**src/rtl/her_pkg.sv**
```systemverilog
// Shared types, constants and helper functions for the hash expert router.
package her_pkg;

  localparam int TOKEN_W     = 64;
  localparam int LAYER_W     = 10;
  localparam int EXPERT_W    = 8;
  localparam int COUNT_W     = 9;
  localparam int PICK_W      = 4;
  localparam int CFG_IDX_W   = 8;
  localparam int CFG_DATA_W  = 9;
  localparam int MAX_EXPERTS = 256;
  localparam int MAX_PICKS   = 8;
  localparam int STRIDE      = 7;
  localparam int TOKEN_MUL   = 5;
  localparam int LAYER_MUL   = 3;
  localparam int DIGIT_W     = 8;
  localparam int SUM_W       = 67;
  localparam int NUM_CELLS   = (SUM_W + DIGIT_W - 1) / DIGIT_W;
  localparam int WORD_W      = NUM_CELLS * DIGIT_W;
  localparam int GAP_W       = $clog2(MAX_PICKS);
  localparam int MAX_CYCLE   = MAX_EXPERTS / STRIDE;
  localparam int SMALL_IDX_W = $clog2(STRIDE + 1);

  // Stride modulo each expert count up to the stride itself; entry zero holds the stride.
  localparam logic [STRIDE:0][EXPERT_W-1:0] STRIDE_MOD_SMALL = {
    EXPERT_W'(STRIDE % 7), EXPERT_W'(STRIDE % 6), EXPERT_W'(STRIDE % 5),
    EXPERT_W'(STRIDE % 4), EXPERT_W'(STRIDE % 3), EXPERT_W'(STRIDE % 2),
    EXPERT_W'(STRIDE % 1), EXPERT_W'(STRIDE)};

  localparam logic [CFG_IDX_W-1:0] REG_EXPERT_COUNT = CFG_IDX_W'(0);
  localparam logic [CFG_IDX_W-1:0] REG_PICKS        = CFG_IDX_W'(1);

  typedef struct packed {
    logic                valid;
    logic [EXPERT_W-1:0] rem;
    logic [WORD_W-1:0]   word;
  } cell_bus_t;

  // Reports whether the configured pick count cannot be served.
  function automatic logic cfg_bad(input logic [COUNT_W-1:0] e,
                                   input logic [PICK_W-1:0] k);
    logic [COUNT_W-1:0] cyc;
    cyc = e;
    for (int i = 1; i <= MAX_CYCLE; i++) begin
      if (e == COUNT_W'(i * STRIDE)) begin
        cyc = COUNT_W'(i);
      end
    end
    return (e == '0) || (e > COUNT_W'(MAX_EXPERTS)) || (k == '0) ||
           (k > PICK_W'(MAX_PICKS)) || (COUNT_W'(k) > cyc);
  endfunction

  // Returns the stride reduced modulo the expert count.
  function automatic logic [EXPERT_W-1:0] stride_mod(input logic [COUNT_W-1:0] e);
    logic [EXPERT_W-1:0] s;
    s = EXPERT_W'(STRIDE);
    if ((e != '0) && (e <= COUNT_W'(STRIDE))) begin
      s = STRIDE_MOD_SMALL[e[SMALL_IDX_W-1:0]];
    end
    return s;
  endfunction

endpackage

```
**src/rtl/her_cell.sv**
```systemverilog
// One reduction cell: folds one digit of the hash word into the running remainder.
module her_cell import her_pkg::*; (
  input  logic               clk,
  input  logic               rst,
  input  logic [COUNT_W-1:0] expert_count,
  input  cell_bus_t          bus_in,
  output cell_bus_t          bus_out
);

  logic [EXPERT_W-1:0] rem_next;
  logic [EXPERT_W:0]   trial;

  always_comb begin
    rem_next = bus_in.rem;
    trial    = '0;
    for (int j = 0; j < DIGIT_W; j++) begin
      trial = {rem_next, bus_in.word[WORD_W-1-j]};
      if ({1'b0, trial} >= {1'b0, expert_count}) begin
        trial = trial - expert_count;
      end
      rem_next = trial[EXPERT_W-1:0];
    end
  end

  always_ff @(posedge clk) begin
    if (rst) begin
      bus_out.valid <= 1'b0;
    end else begin
      bus_out.valid <= bus_in.valid;
    end
    bus_out.rem  <= rem_next;
    bus_out.word <= {bus_in.word[WORD_W-DIGIT_W-1:0], {DIGIT_W{1'b0}}};
  end

endmodule

```
**src/rtl/her_emitter.sv**
```systemverilog
// Result emitter: walks the stride sequence from the start index, one result per cycle.
module her_emitter import her_pkg::*; (
  input  logic                clk,
  input  logic                rst,
  input  logic [COUNT_W-1:0]  expert_count,
  input  logic [PICK_W-1:0]   picks_per_token,
  input  logic                bad,
  input  cell_bus_t           bus_in,
  output logic                result_valid,
  output logic [EXPERT_W-1:0] expert_index,
  output logic                is_last,
  output logic                invalid
);

  logic                active;
  logic                bad_q;
  logic [EXPERT_W-1:0] idx;
  logic [PICK_W-1:0]   left;
  logic [EXPERT_W:0]   sum;
  logic [EXPERT_W-1:0] idx_next;
  logic                last_now;

  assign last_now = bad_q || (left == PICK_W'(1));

  always_comb begin
    sum = {1'b0, idx} + {1'b0, stride_mod(expert_count)};
    if (sum >= expert_count) begin
      sum = sum - expert_count;
    end
    idx_next = sum[EXPERT_W-1:0];
  end

  always_ff @(posedge clk) begin
    if (rst) begin
      active <= 1'b0;
    end else if (bus_in.valid) begin
      active <= 1'b1;
    end else if (active && last_now) begin
      active <= 1'b0;
    end
    if (bus_in.valid) begin
      idx   <= bus_in.rem;
      left  <= picks_per_token;
      bad_q <= bad;
    end else if (active) begin
      idx  <= idx_next;
      left <= left - PICK_W'(1);
    end
  end

  assign result_valid = active;
  assign expert_index = (active && !bad_q) ? idx : '0;
  assign is_last      = active && last_now;
  assign invalid      = active && bad_q;

endmodule

```
**src/rtl/hash_expert_router.sv**
```systemverilog
// Top level of the hash expert router: config registers, hash stage, cell chain, emitter.
//
// A request is taken when start is high and busy is low. Its results leave one per cycle,
// each marked by result_valid for exactly one cycle: a register forms 5*token_num +
// 3*layer_index, nine cells reduce that word modulo the expert count eight bits at a time,
// and the emitter then steps through the stride sequence. A request yields picks_per_token
// results, or one invalid result; busy then stays high until the gap counter, loaded from
// picks_per_token, runs down (it stays low for an invalid one), so the emitter's one result
// per cycle sets the rate. The receiver cannot stall the results.
module hash_expert_router import her_pkg::*; (
  input  logic                  clk,
  input  logic                  rst,
  input  logic                  start,
  output logic                  busy,
  input  logic [TOKEN_W-1:0]    token_num,
  input  logic [LAYER_W-1:0]    layer_index,
  input  logic                  cfg_valid,
  output logic                  cfg_ready,
  input  logic [CFG_IDX_W-1:0]  cfg_index,
  input  logic [CFG_DATA_W-1:0] cfg_data,
  output logic                  result_valid,
  output logic [EXPERT_W-1:0]   expert_index,
  output logic                  is_last,
  output logic                  invalid
);

  logic [COUNT_W-1:0] expert_count;
  logic [PICK_W-1:0]  picks_per_token;
  logic               bad;
  logic               accept;
  logic [GAP_W-1:0]   gap;
  cell_bus_t          head;
  cell_bus_t          chain [NUM_CELLS+1];

  assign cfg_ready = 1'b1;
  assign bad       = cfg_bad(expert_count, picks_per_token);
  assign accept    = start && !busy;
  assign busy      = (gap != '0);

  always_ff @(posedge clk) begin
    if (rst) begin
      expert_count    <= COUNT_W'(8);
      picks_per_token <= PICK_W'(1);
    end else if (cfg_valid && cfg_ready) begin
      case (cfg_index)
        REG_EXPERT_COUNT: expert_count    <= cfg_data[COUNT_W-1:0];
        REG_PICKS:        picks_per_token <= cfg_data[PICK_W-1:0];
        default: ;
      endcase
    end
  end

  always_ff @(posedge clk) begin
    if (rst) begin
      gap <= '0;
    end else if (accept) begin
      gap <= bad ? '0 : GAP_W'(picks_per_token - PICK_W'(1));
    end else if (gap != '0) begin
      gap <= gap - GAP_W'(1);
    end
  end

  always_ff @(posedge clk) begin
    if (rst) begin
      head.valid <= 1'b0;
    end else begin
      head.valid <= accept;
    end
    head.rem  <= '0;
    head.word <= WORD_W'(token_num) * WORD_W'(TOKEN_MUL)
               + WORD_W'(layer_index) * WORD_W'(LAYER_MUL);
  end

  assign chain[0] = head;

  for (genvar g = 0; g < NUM_CELLS; g++) begin : g_cell
    her_cell u_cell (
      .clk          (clk),
      .rst          (rst),
      .expert_count (expert_count),
      .bus_in       (chain[g]),
      .bus_out      (chain[g+1])
    );
  end

  her_emitter u_emit (
    .clk             (clk),
    .rst             (rst),
    .expert_count    (expert_count),
    .picks_per_token (picks_per_token),
    .bad             (bad),
    .bus_in          (chain[NUM_CELLS]),
    .result_valid    (result_valid),
    .expert_index    (expert_index),
    .is_last         (is_last),
    .invalid         (invalid)
  );

endmodule

```
**config.mk**
```make
export PLATFORM = sky130hd
export DESIGN_NAME = hash_expert_router
export DESIGN_NICKNAME = d
export VERILOG_FILES = /design/src/rtl/her_pkg.sv /design/src/rtl/her_cell.sv /design/src/rtl/her_emitter.sv /design/src/rtl/hash_expert_router.sv
export SDC_FILE = /design/constraint.sdc
export NUM_CORES = 2
export LEC_CHECK = 0
export ABC_AREA = 1
export BUFFER_PORTS_ARGS = -buffer_cell sky130_fd_sc_hd__buf_2
export CORE_ASPECT_RATIO = 1.2
export CORE_MARGIN = 10
export CORE_UTILIZATION = 48
export DETAILED_ROUTE_END_ITERATION = 8
export GPL_ROUTABILITY_DRIVEN = 1
export SETUP_SLACK_MARGIN = 0.15
export SLEW_MARGIN = 15
export SYNTH_ARGS = -nofsm -noshare
export SYNTH_HDL_FRONTEND = slang
export SYNTH_HIERARCHICAL = 1
export SYNTH_SLANG_ARGS = --single-unit
export TNS_END_PERCENT = 1
```
**constraint.sdc**
```tcl
create_clock -name clk -period 28.2 [get_ports clk]
set_input_delay 2.82 -clock clk [delete_from_list [all_inputs] [get_ports clk]]
set_output_delay 2.82 -clock clk [all_outputs]
set_load 0.01 [all_outputs]
```
# Word level (Yosys, flattened, before mapping)
# Memories as Yosys holds them, arrays and structs flattened. A register that Yosys moved wholly into a read port is not among the register bits.
# Index checks and enable logic that the tools add are counted.
[op_classes] add_sub_neg=78 multipliers=2 n_lt_le_gt_ge=78 n_eq_ne=38 muxes=123 n_reduce_logical=22
[ops] operator="9-bit >= comparator" count=72
[ops] operator="8-bit two-way mux" count=78
[ops] operator="8-bit subtractor" count=72
[ops] operator="9-bit two-way mux" count=36
[ops] operator="9-bit by 8-bit equality test with 1-bit output (second input constant)" count=18
[ops] operator="9-bit by 7-bit equality test with 1-bit output (second input constant)" count=9
[ops] operator="67-bit by 12-bit adder with 68-bit output" count=1
[ops] operator="64-bit by 3-bit multiplier with 67-bit output (second input constant)" count=1
[ops] operator="9-bit by 6-bit equality test with 1-bit output (second input constant)" count=5
[ops] operator="9-bit by 5-bit equality test with 1-bit output (second input constant)" count=2
[ops] operator="3-bit two-way mux" count=5
[ops] operator="10-bit by 2-bit multiplier with 12-bit output (second input constant)" count=1
[ops] operator="8-bit by 8-bit adder with 9-bit output" count=1
[ops] operator="9-bit by 3-bit equality test with 1-bit output (second input constant)" count=1
[ops] operator="9-bit by 4-bit equality test with 1-bit output (second input constant)" count=1
[ops] operator="1-bit by 9-bit >= comparator with 1-bit output (first input constant)" count=1
[ops] operator="4-bit by 9-bit > comparator with 1-bit output" count=1
[ops] operator="9-bit > comparator (second input constant)" count=1
[ops] operator="9-bit by 3-bit less-or-equal comparator with 1-bit output (second input constant)" count=1
[ops] operator="9-bit logical NOT" count=1
[ops] operator="9-bit nonzero test" count=1
[ops] operator="8-bit by 1-bit equality test with 1-bit output (second input constant)" count=1
[ops] operator="8-bit logical NOT" count=1
[ops] operator="4-bit two-way mux" count=2
[ops] operator="other kinds (14)" count=28
[word_totals] regBits=468 mem_bits_ro=64 input_bits=95 output_inout_bits=13 elab_cells=377 mem_count=1
[memory_table] name="(no name shown)" depth=8 word_bits=8 read_ports=1 rd_clocked_by_memory_dff=1 wr=0 line="her_pkg.sv:58" source="s = STRIDE_MOD_SMALL[e[SMALL_IDX_W-1:0]];"

# Depth between registers and ports, before layout
[logic_depth] depth_word=41 mapped_depth=93 depth_no_buf=92

# Modules after synthesis
# The synthesis kept the hierarchy.
[modules_own_cells] module="her_cell at g_cell[0].u_cell ..." instances=6 cells_each=720 area_each_um2=5565.3 seq_area_each_um2=1461.4
[modules_own_cells] module="her_cell at g_cell[3].u_cell ..." instances=2 cells_each=721 area_each_um2=5456.5 seq_area_each_um2=1461.4
[modules_own_cells] module="hash_expert_router" instances=1 cells_each=1208 area_each_um2=8491.9 seq_area_each_um2=1681.6
[modules_own_cells] module="her_cell at g_cell[2].u_cell" instances=1 cells_each=699 area_each_um2=5251.3 seq_area_each_um2=1461.4
[modules_own_cells] module="her_emitter" instances=1 cells_each=245 area_each_um2=1612.8 seq_area_each_um2=410.4

# Worst setup path after synthesis
# No wires, ideal clock.
[synth_path] path_type="register -> register" startpoint="register expert_count[1]" endpoint="register g_cell[2].u_cell/bus_out[72] (netlist bit)" setup_time_ps=122 arrival_time_ps=14281 required_ps=28078 path_slack_ps=13797 path_stages_with_launch=86 n_path_buf=1 period_less_slack_ps=14403 path_cell_list="dfxtp_1 > inv_1 > fa_1 > nand2_1 > nand2_1 > a21o_1 > a21oi_1 > nor2_1 > nor2_1 > xor2_1 > nand2_1 > o21ai_0 > inv_1 > ha_1 > nand2_1 > nor2_1 > nand3_1 > nand3_1 > [... 50 more ...] > nor2_2 > nor2_4 > buf_6 > nand2_2 > o21ai_2 > ha_1 > a21oi_1 > o21bai_1 > nand2_1 > nand2_1 > nand2_1 > nand2_1 > nand2_1 > nand2_1 > a21oi_2 > o21ai_4 > bufinv_8 > o21ai_0"
[synth_via] elab_chain_len=16 word_cells_on_any_way=23 classes_between="add/sub: 7; order compare: 8; mux: 8"
[synth_lines] item="start: declaration" line="hash_expert_router.sv:27" source="logic [COUNT_W-1:0] expert_count;"
[synth_lines] item="start signal: assignment" line="hash_expert_router.sv:46" source="REG_EXPERT_COUNT: expert_count <= cfg_data[COUNT_W-1:0];"
[synth_lines] item="8-bit subtractor or 9-bit >= comparator (tied branches)" line="her_cell.sv:19, her_cell.sv:18"
[synth_lines] item="8-bit two-way mux" line="her_cell.sv:18" source="if ({1'b0, trial} >= {1'b0, expert_count}) begin"
[synth_lines] item="8-bit subtractor or 9-bit >= comparator (tied branches)" line="her_cell.sv:19, her_cell.sv:18"
[synth_lines] item="8-bit two-way mux" line="her_cell.sv:18"
[synth_lines] item="8-bit subtractor or 9-bit >= comparator (tied branches)" line="her_cell.sv:19, her_cell.sv:18"
[synth_lines] item="8-bit two-way mux" line="her_cell.sv:18"
[synth_lines] item="8-bit subtractor or 9-bit >= comparator (tied branches)" line="her_cell.sv:19, her_cell.sv:18"
[synth_lines] item="8-bit two-way mux" line="her_cell.sv:18"
[synth_lines] item="8-bit subtractor or 9-bit >= comparator (tied branches)" line="her_cell.sv:19, her_cell.sv:18"
[synth_lines] item="8-bit two-way mux" line="her_cell.sv:18"
[synth_lines] item="8-bit subtractor or 9-bit >= comparator (tied branches)" line="her_cell.sv:19, her_cell.sv:18"
[synth_lines] item="8-bit two-way mux" line="her_cell.sv:18"
[synth_lines] item="8-bit subtractor or 9-bit >= comparator (tied branches)" line="her_cell.sv:19, her_cell.sv:18"
[synth_lines] item="8-bit two-way mux" line="her_cell.sv:18"
[synth_lines] item="9-bit >= comparator *" line="her_cell.sv:18"
[synth_lines] item="8-bit two-way mux *" line="her_cell.sv:18"
[synth_lines] item="net g_cell[2].u_cell.trial[0]" line="her_cell.sv:11" source="logic [EXPERT_W:0] trial;"
[synth_lines] item="end: declaration" line="her_cell.sv:7" source="output cell_bus_t bus_out"
# Mark *: on every way through the listed nets, which the timed path passes. The rest lies on a longest branch.
# A chain may end at the register's enable or synchronous reset.

# Worst setup path in the final report
[layout_path] startpoint="register expert_count[1]" endpoint="register g_cell[3].u_cell/bus_out[77] (netlist bit)"
[layout_via] elab_chain_len=16 word_cells_on_any_way=24 classes_between="add/sub: 8; order compare: 8; mux: 8"
[layout_lines] item="8-bit subtractor or 9-bit >= comparator (tied branches)" line="her_cell.sv:19, her_cell.sv:18"
[layout_lines] item="8-bit two-way mux" line="her_cell.sv:18"
[layout_lines] item="8-bit subtractor or 9-bit >= comparator (tied branches)" line="her_cell.sv:19, her_cell.sv:18"
[layout_lines] item="8-bit two-way mux" line="her_cell.sv:18"
[layout_lines] item="8-bit subtractor or 9-bit >= comparator (tied branches)" line="her_cell.sv:19, her_cell.sv:18"
[layout_lines] item="8-bit two-way mux" line="her_cell.sv:18"
[layout_lines] item="8-bit subtractor or 9-bit >= comparator (tied branches)" line="her_cell.sv:19, her_cell.sv:18"
[layout_lines] item="8-bit two-way mux" line="her_cell.sv:18"
[layout_lines] item="8-bit subtractor or 9-bit >= comparator (tied branches)" line="her_cell.sv:19, her_cell.sv:18"
[layout_lines] item="8-bit two-way mux" line="her_cell.sv:18"
[layout_lines] item="8-bit subtractor or 9-bit >= comparator (tied branches)" line="her_cell.sv:19, her_cell.sv:18"
[layout_lines] item="8-bit two-way mux" line="her_cell.sv:18"
[layout_lines] item="8-bit subtractor or 9-bit >= comparator (tied branches)" line="her_cell.sv:19, her_cell.sv:18"
[layout_lines] item="8-bit two-way mux" line="her_cell.sv:18"
[layout_lines] item="9-bit >= comparator or 8-bit subtractor (tied branches)" line="her_cell.sv:18, her_cell.sv:19"
[layout_lines] item="8-bit two-way mux *" line="her_cell.sv:18"
[layout_lines] item="net g_cell[3].u_cell.trial[5]" line="her_cell.sv:11"
[layout_lines] item="end: declaration" line="her_cell.sv:7"
# Marked as above.

==> results_tabular.tex <==
\begin{tabular}{lr}
\hline
Metric & Value \\
\hline
\multicolumn{2}{l}{\textbf{Worst setup path}} \\
CP Launch Type & register \\
CP Max Fanout & 36 \\
Buf/Inv on CP & 15 \\
Cell with the largest stage delay on the worst path & sky130\_fd\_sc\_hd\_\_dfxtp\_4 \\
Type of the worst setup path & register to register \\
R2r worst-path depth & 76 \\
Most prevalent standard cell on the critical path & sky130\_fd\_sc\_hd\_\_nand2\_1 \\
FF-to-FF End & g\_cell[3].u\_cell/bus\_out[77] \\
Cell family with the largest share of critical-path delay & compound AO/OA/AOI/OAI gates \\
Critical path data arrival time & 14.91 ns \\
Worst EP required & 28.77 ns \\
Nature of the critical path endpoint & register \\
Critical path's largest stage delay & 0.84 ns \\
Critical R2R Launch & expert\_count[1] \\
Slack of the worst reg-to-reg path & 13.86 ns \\
\multicolumn{2}{l}{\textbf{Die}} \\
Chip Height & $\sim$390 um \\
Boundary Pins & 108 \\
Core region area & around 110,000 sq um \\
Total number of placement rows & about 130 \\
Floorplan die width & 324 um \\
Floorplan die area & $\sim$120,000 sq um \\
Initial core utilization & 48.5\% \\
\multicolumn{2}{l}{\textbf{STA}} \\
Hold violation total from the final report & 0 \\
Maximum clock rate & 69.7 MHz \\
Transition at the pin with the smallest max-transition slack & 0.808 ns \\
Pins over their slew limit & 0 \\
Worst Hold Slack & 0.283 ns \\
Final-report setup violation count & 0 \\
Accumulated negative setup slack & 0 ns \\
Final Skew & between 0.04 and 0.05 ns \\
Worst-case headroom to the max-slew limit & 46.1\% \\
Fin crit period & around 14 ns \\
Setup repair after global routing missed its margin & no \\
Part of the cycle the worst path needs & between 50\% and 60\% \\
\multicolumn{2}{l}{\textbf{Routing}} \\
Via density & 5.19 \\
Count of antenna-violating nets left after detailed routing & 0 \\
Total detailed-routing wirelength & 144 mm \\
DRC violation total after the first TritonRoute iteration & 2,313 \\
Number of detailed-routing iterations run before antenna repair & 7 \\
Detailed-route wire length per cell & roughly 16 um \\
Count of vias placed by the detailed router & 47,800 \\
DRC violation count after routing & 0 \\
\multicolumn{2}{l}{\textbf{Clock tree}} \\
CTS sink cnt & 467 \\
Post-CTS Setup Repair Bufs & 0 \\
Total clock buffers created by CTS & 50 \\
Count of hold-fix buffers inserted at cts & 0 \\
Clock Tree Buf Depth & 3 \\
H-Tree Level Count & 2 \\
Cell at the root of the clock tree & sky130\_fd\_sc\_hd\_\_clkbuf\_16 \\
Clock-pin slew on the worst setup and hold paths & 0.06 ns \\
Clock tree from TritonCTS & yes \\
Number of gates resized after cts & 0 \\
Worst-Skew Late Latency & 0.67 ns \\
\multicolumn{2}{l}{\textbf{Cells and area}} \\
Leading cell types in the layout, fill and taps excluded & 1,706 x sky130\_fd\_sc\_hd\_\_nand2\_1, 1,114 x sky130\_fd\_sc\_hd\_\_inv\_1, 799 x sky130\_fd\_sc\_hd\_\_ha\_1, 518 x sky130\_fd\_sc\_hd\_\_nor2\_1, 461 x sky130\_fd\_sc\_hd\_\_a21oi\_1 \\
Most frequent standard cell in the layout excluding fill and tap cells & sky130\_fd\_sc\_hd\_\_nand2\_1 \\
Area Growth Syn to Fin & 7.26\% \\
Ratio of cells with drive above 1 in the final layout & 12.6\% \\
Final \#Nets & 8,681 \\
Filler instances & 11,200 \\
Post-Route Utilization & 52.0\% \\
Diode insertion count for antenna repair & 0 \\
\multicolumn{2}{l}{\textbf{GRT}} \\
Global routing usage summed across all routing layers & 22.7\% \\
Via count of the first global-routing pass & 47,300 \\
Pin count of the biggest net entering global routing & 63 \\
Number of antenna violations at the first check in global routing & 1 \\
Total grt overflow & 0 \\
Wire length of the first global-routing pass & 235 mm \\
\multicolumn{2}{l}{\textbf{Run status}} \\
Status & finished clean \\
\multicolumn{2}{l}{\textbf{Logic synthesis}} \\
Average size of a mapped cell & 7.07 sq um \\
Mapped cell area & 53,300 sq um \\
Count of yosys warnings during synthesis & 6 \\
Synthesized instance count & 7,545 \\
\multicolumn{2}{l}{\textbf{Hold path}} \\
Min-Delay Path Depth & 0 \\
Worst hold path class & register to register \\
Hold-critical path endpoint & g\_cell[3].u\_cell/bus\_out[64] \\
Min-delay src & g\_cell[2].u\_cell/bus\_out[56] \\
\multicolumn{2}{l}{\textbf{Placed design}} \\
DP HPWL & between 100 and 150 mm \\
Number of I/O port buffers & 106 \\
GP Congestion & 0.933 \\
\multicolumn{2}{l}{\textbf{Flow run}} \\
Number of max-cap violations & 0 \\
\hline
\end{tabular}
==> metrics by stage <==
stage,area [sq um],worst slack (ns),instances
after floorplan,53400,13.80,7565
after global placement,55400,13.96,9127
after detailed placement,55400,13.89,9127
after CTS,57200,13.81,9218
after global routing,57200,12.48,9218
final,57200,13.86,9218
==> how the worst max path moves through the flow <==
stage	from	end	slack, ns	cells after the start
CTS	expert_count[1]	g_cell[3].u_cell/bus_out[77]	13.81	74
global placement	expert_count[1]	g_cell[3].u_cell/bus_out[77]	13.96	76
detailed placement	expert_count[1]	g_cell[3].u_cell/bus_out[78]	13.89	74
finish	expert_count[1]	g_cell[3].u_cell/bus_out[77]	13.86	76
global route	expert_count[1]	g_cell[3].u_cell/bus_out[77]	12.48	77
floorplan	expert_count[1]	g_cell[2].u_cell/bus_out[72]	13.80	85
==> worst register-to-register path, delay by kind of cell (launching register included) <==
kind	cells	cell delay [ns]
buffers and inverters	15	2.49
AO/OA/AOI/OAI	21	4.13
AND/OR/NAND/NOR	32	4.00
flip-flops	1	0.84
adder cells (fa/ha/maj)	8	2.83
==> registers in the layout (all words and copies together), names as in the netlist <==
name                   count
u_emit/left                4
u_emit/bad_q               1
g_cell.u_cell/bus_out    369
u_emit/result_valid        1
expert_count               9
chain                     68
picks_per_token            4
gap                        3
u_emit/idx                 8
==> routing by layer <==
| metal | routed length [um] | global-route usage, % | part of all wire [%] |
|---|---|---|---|
| met1 | 62500 | 27.0 | 44 |
| met2 | 70500 | 41.3 | 49 |
| met3 | 4690 | 2.18 | 3.3 |
| met4 | 5960 | 9.06 | 4.1 |
| met5 | 0 | 0 | 0 |
==> cell type report <==
class,instances,area (sq um),area share [%]
tap,1485,1860,3.25
inverter,1220,4670,8.17
sequential,467,9490,16.6
timing repair buffer,115,623,1.09
clock buffer,69,1420,2.49
multi-input combinational,5840,38800,67.8
clock inverter,22,365,0.639
Power is not shown: default switching activity piles up to over one toggle a cycle in this logic, so the estimate is an artifact.
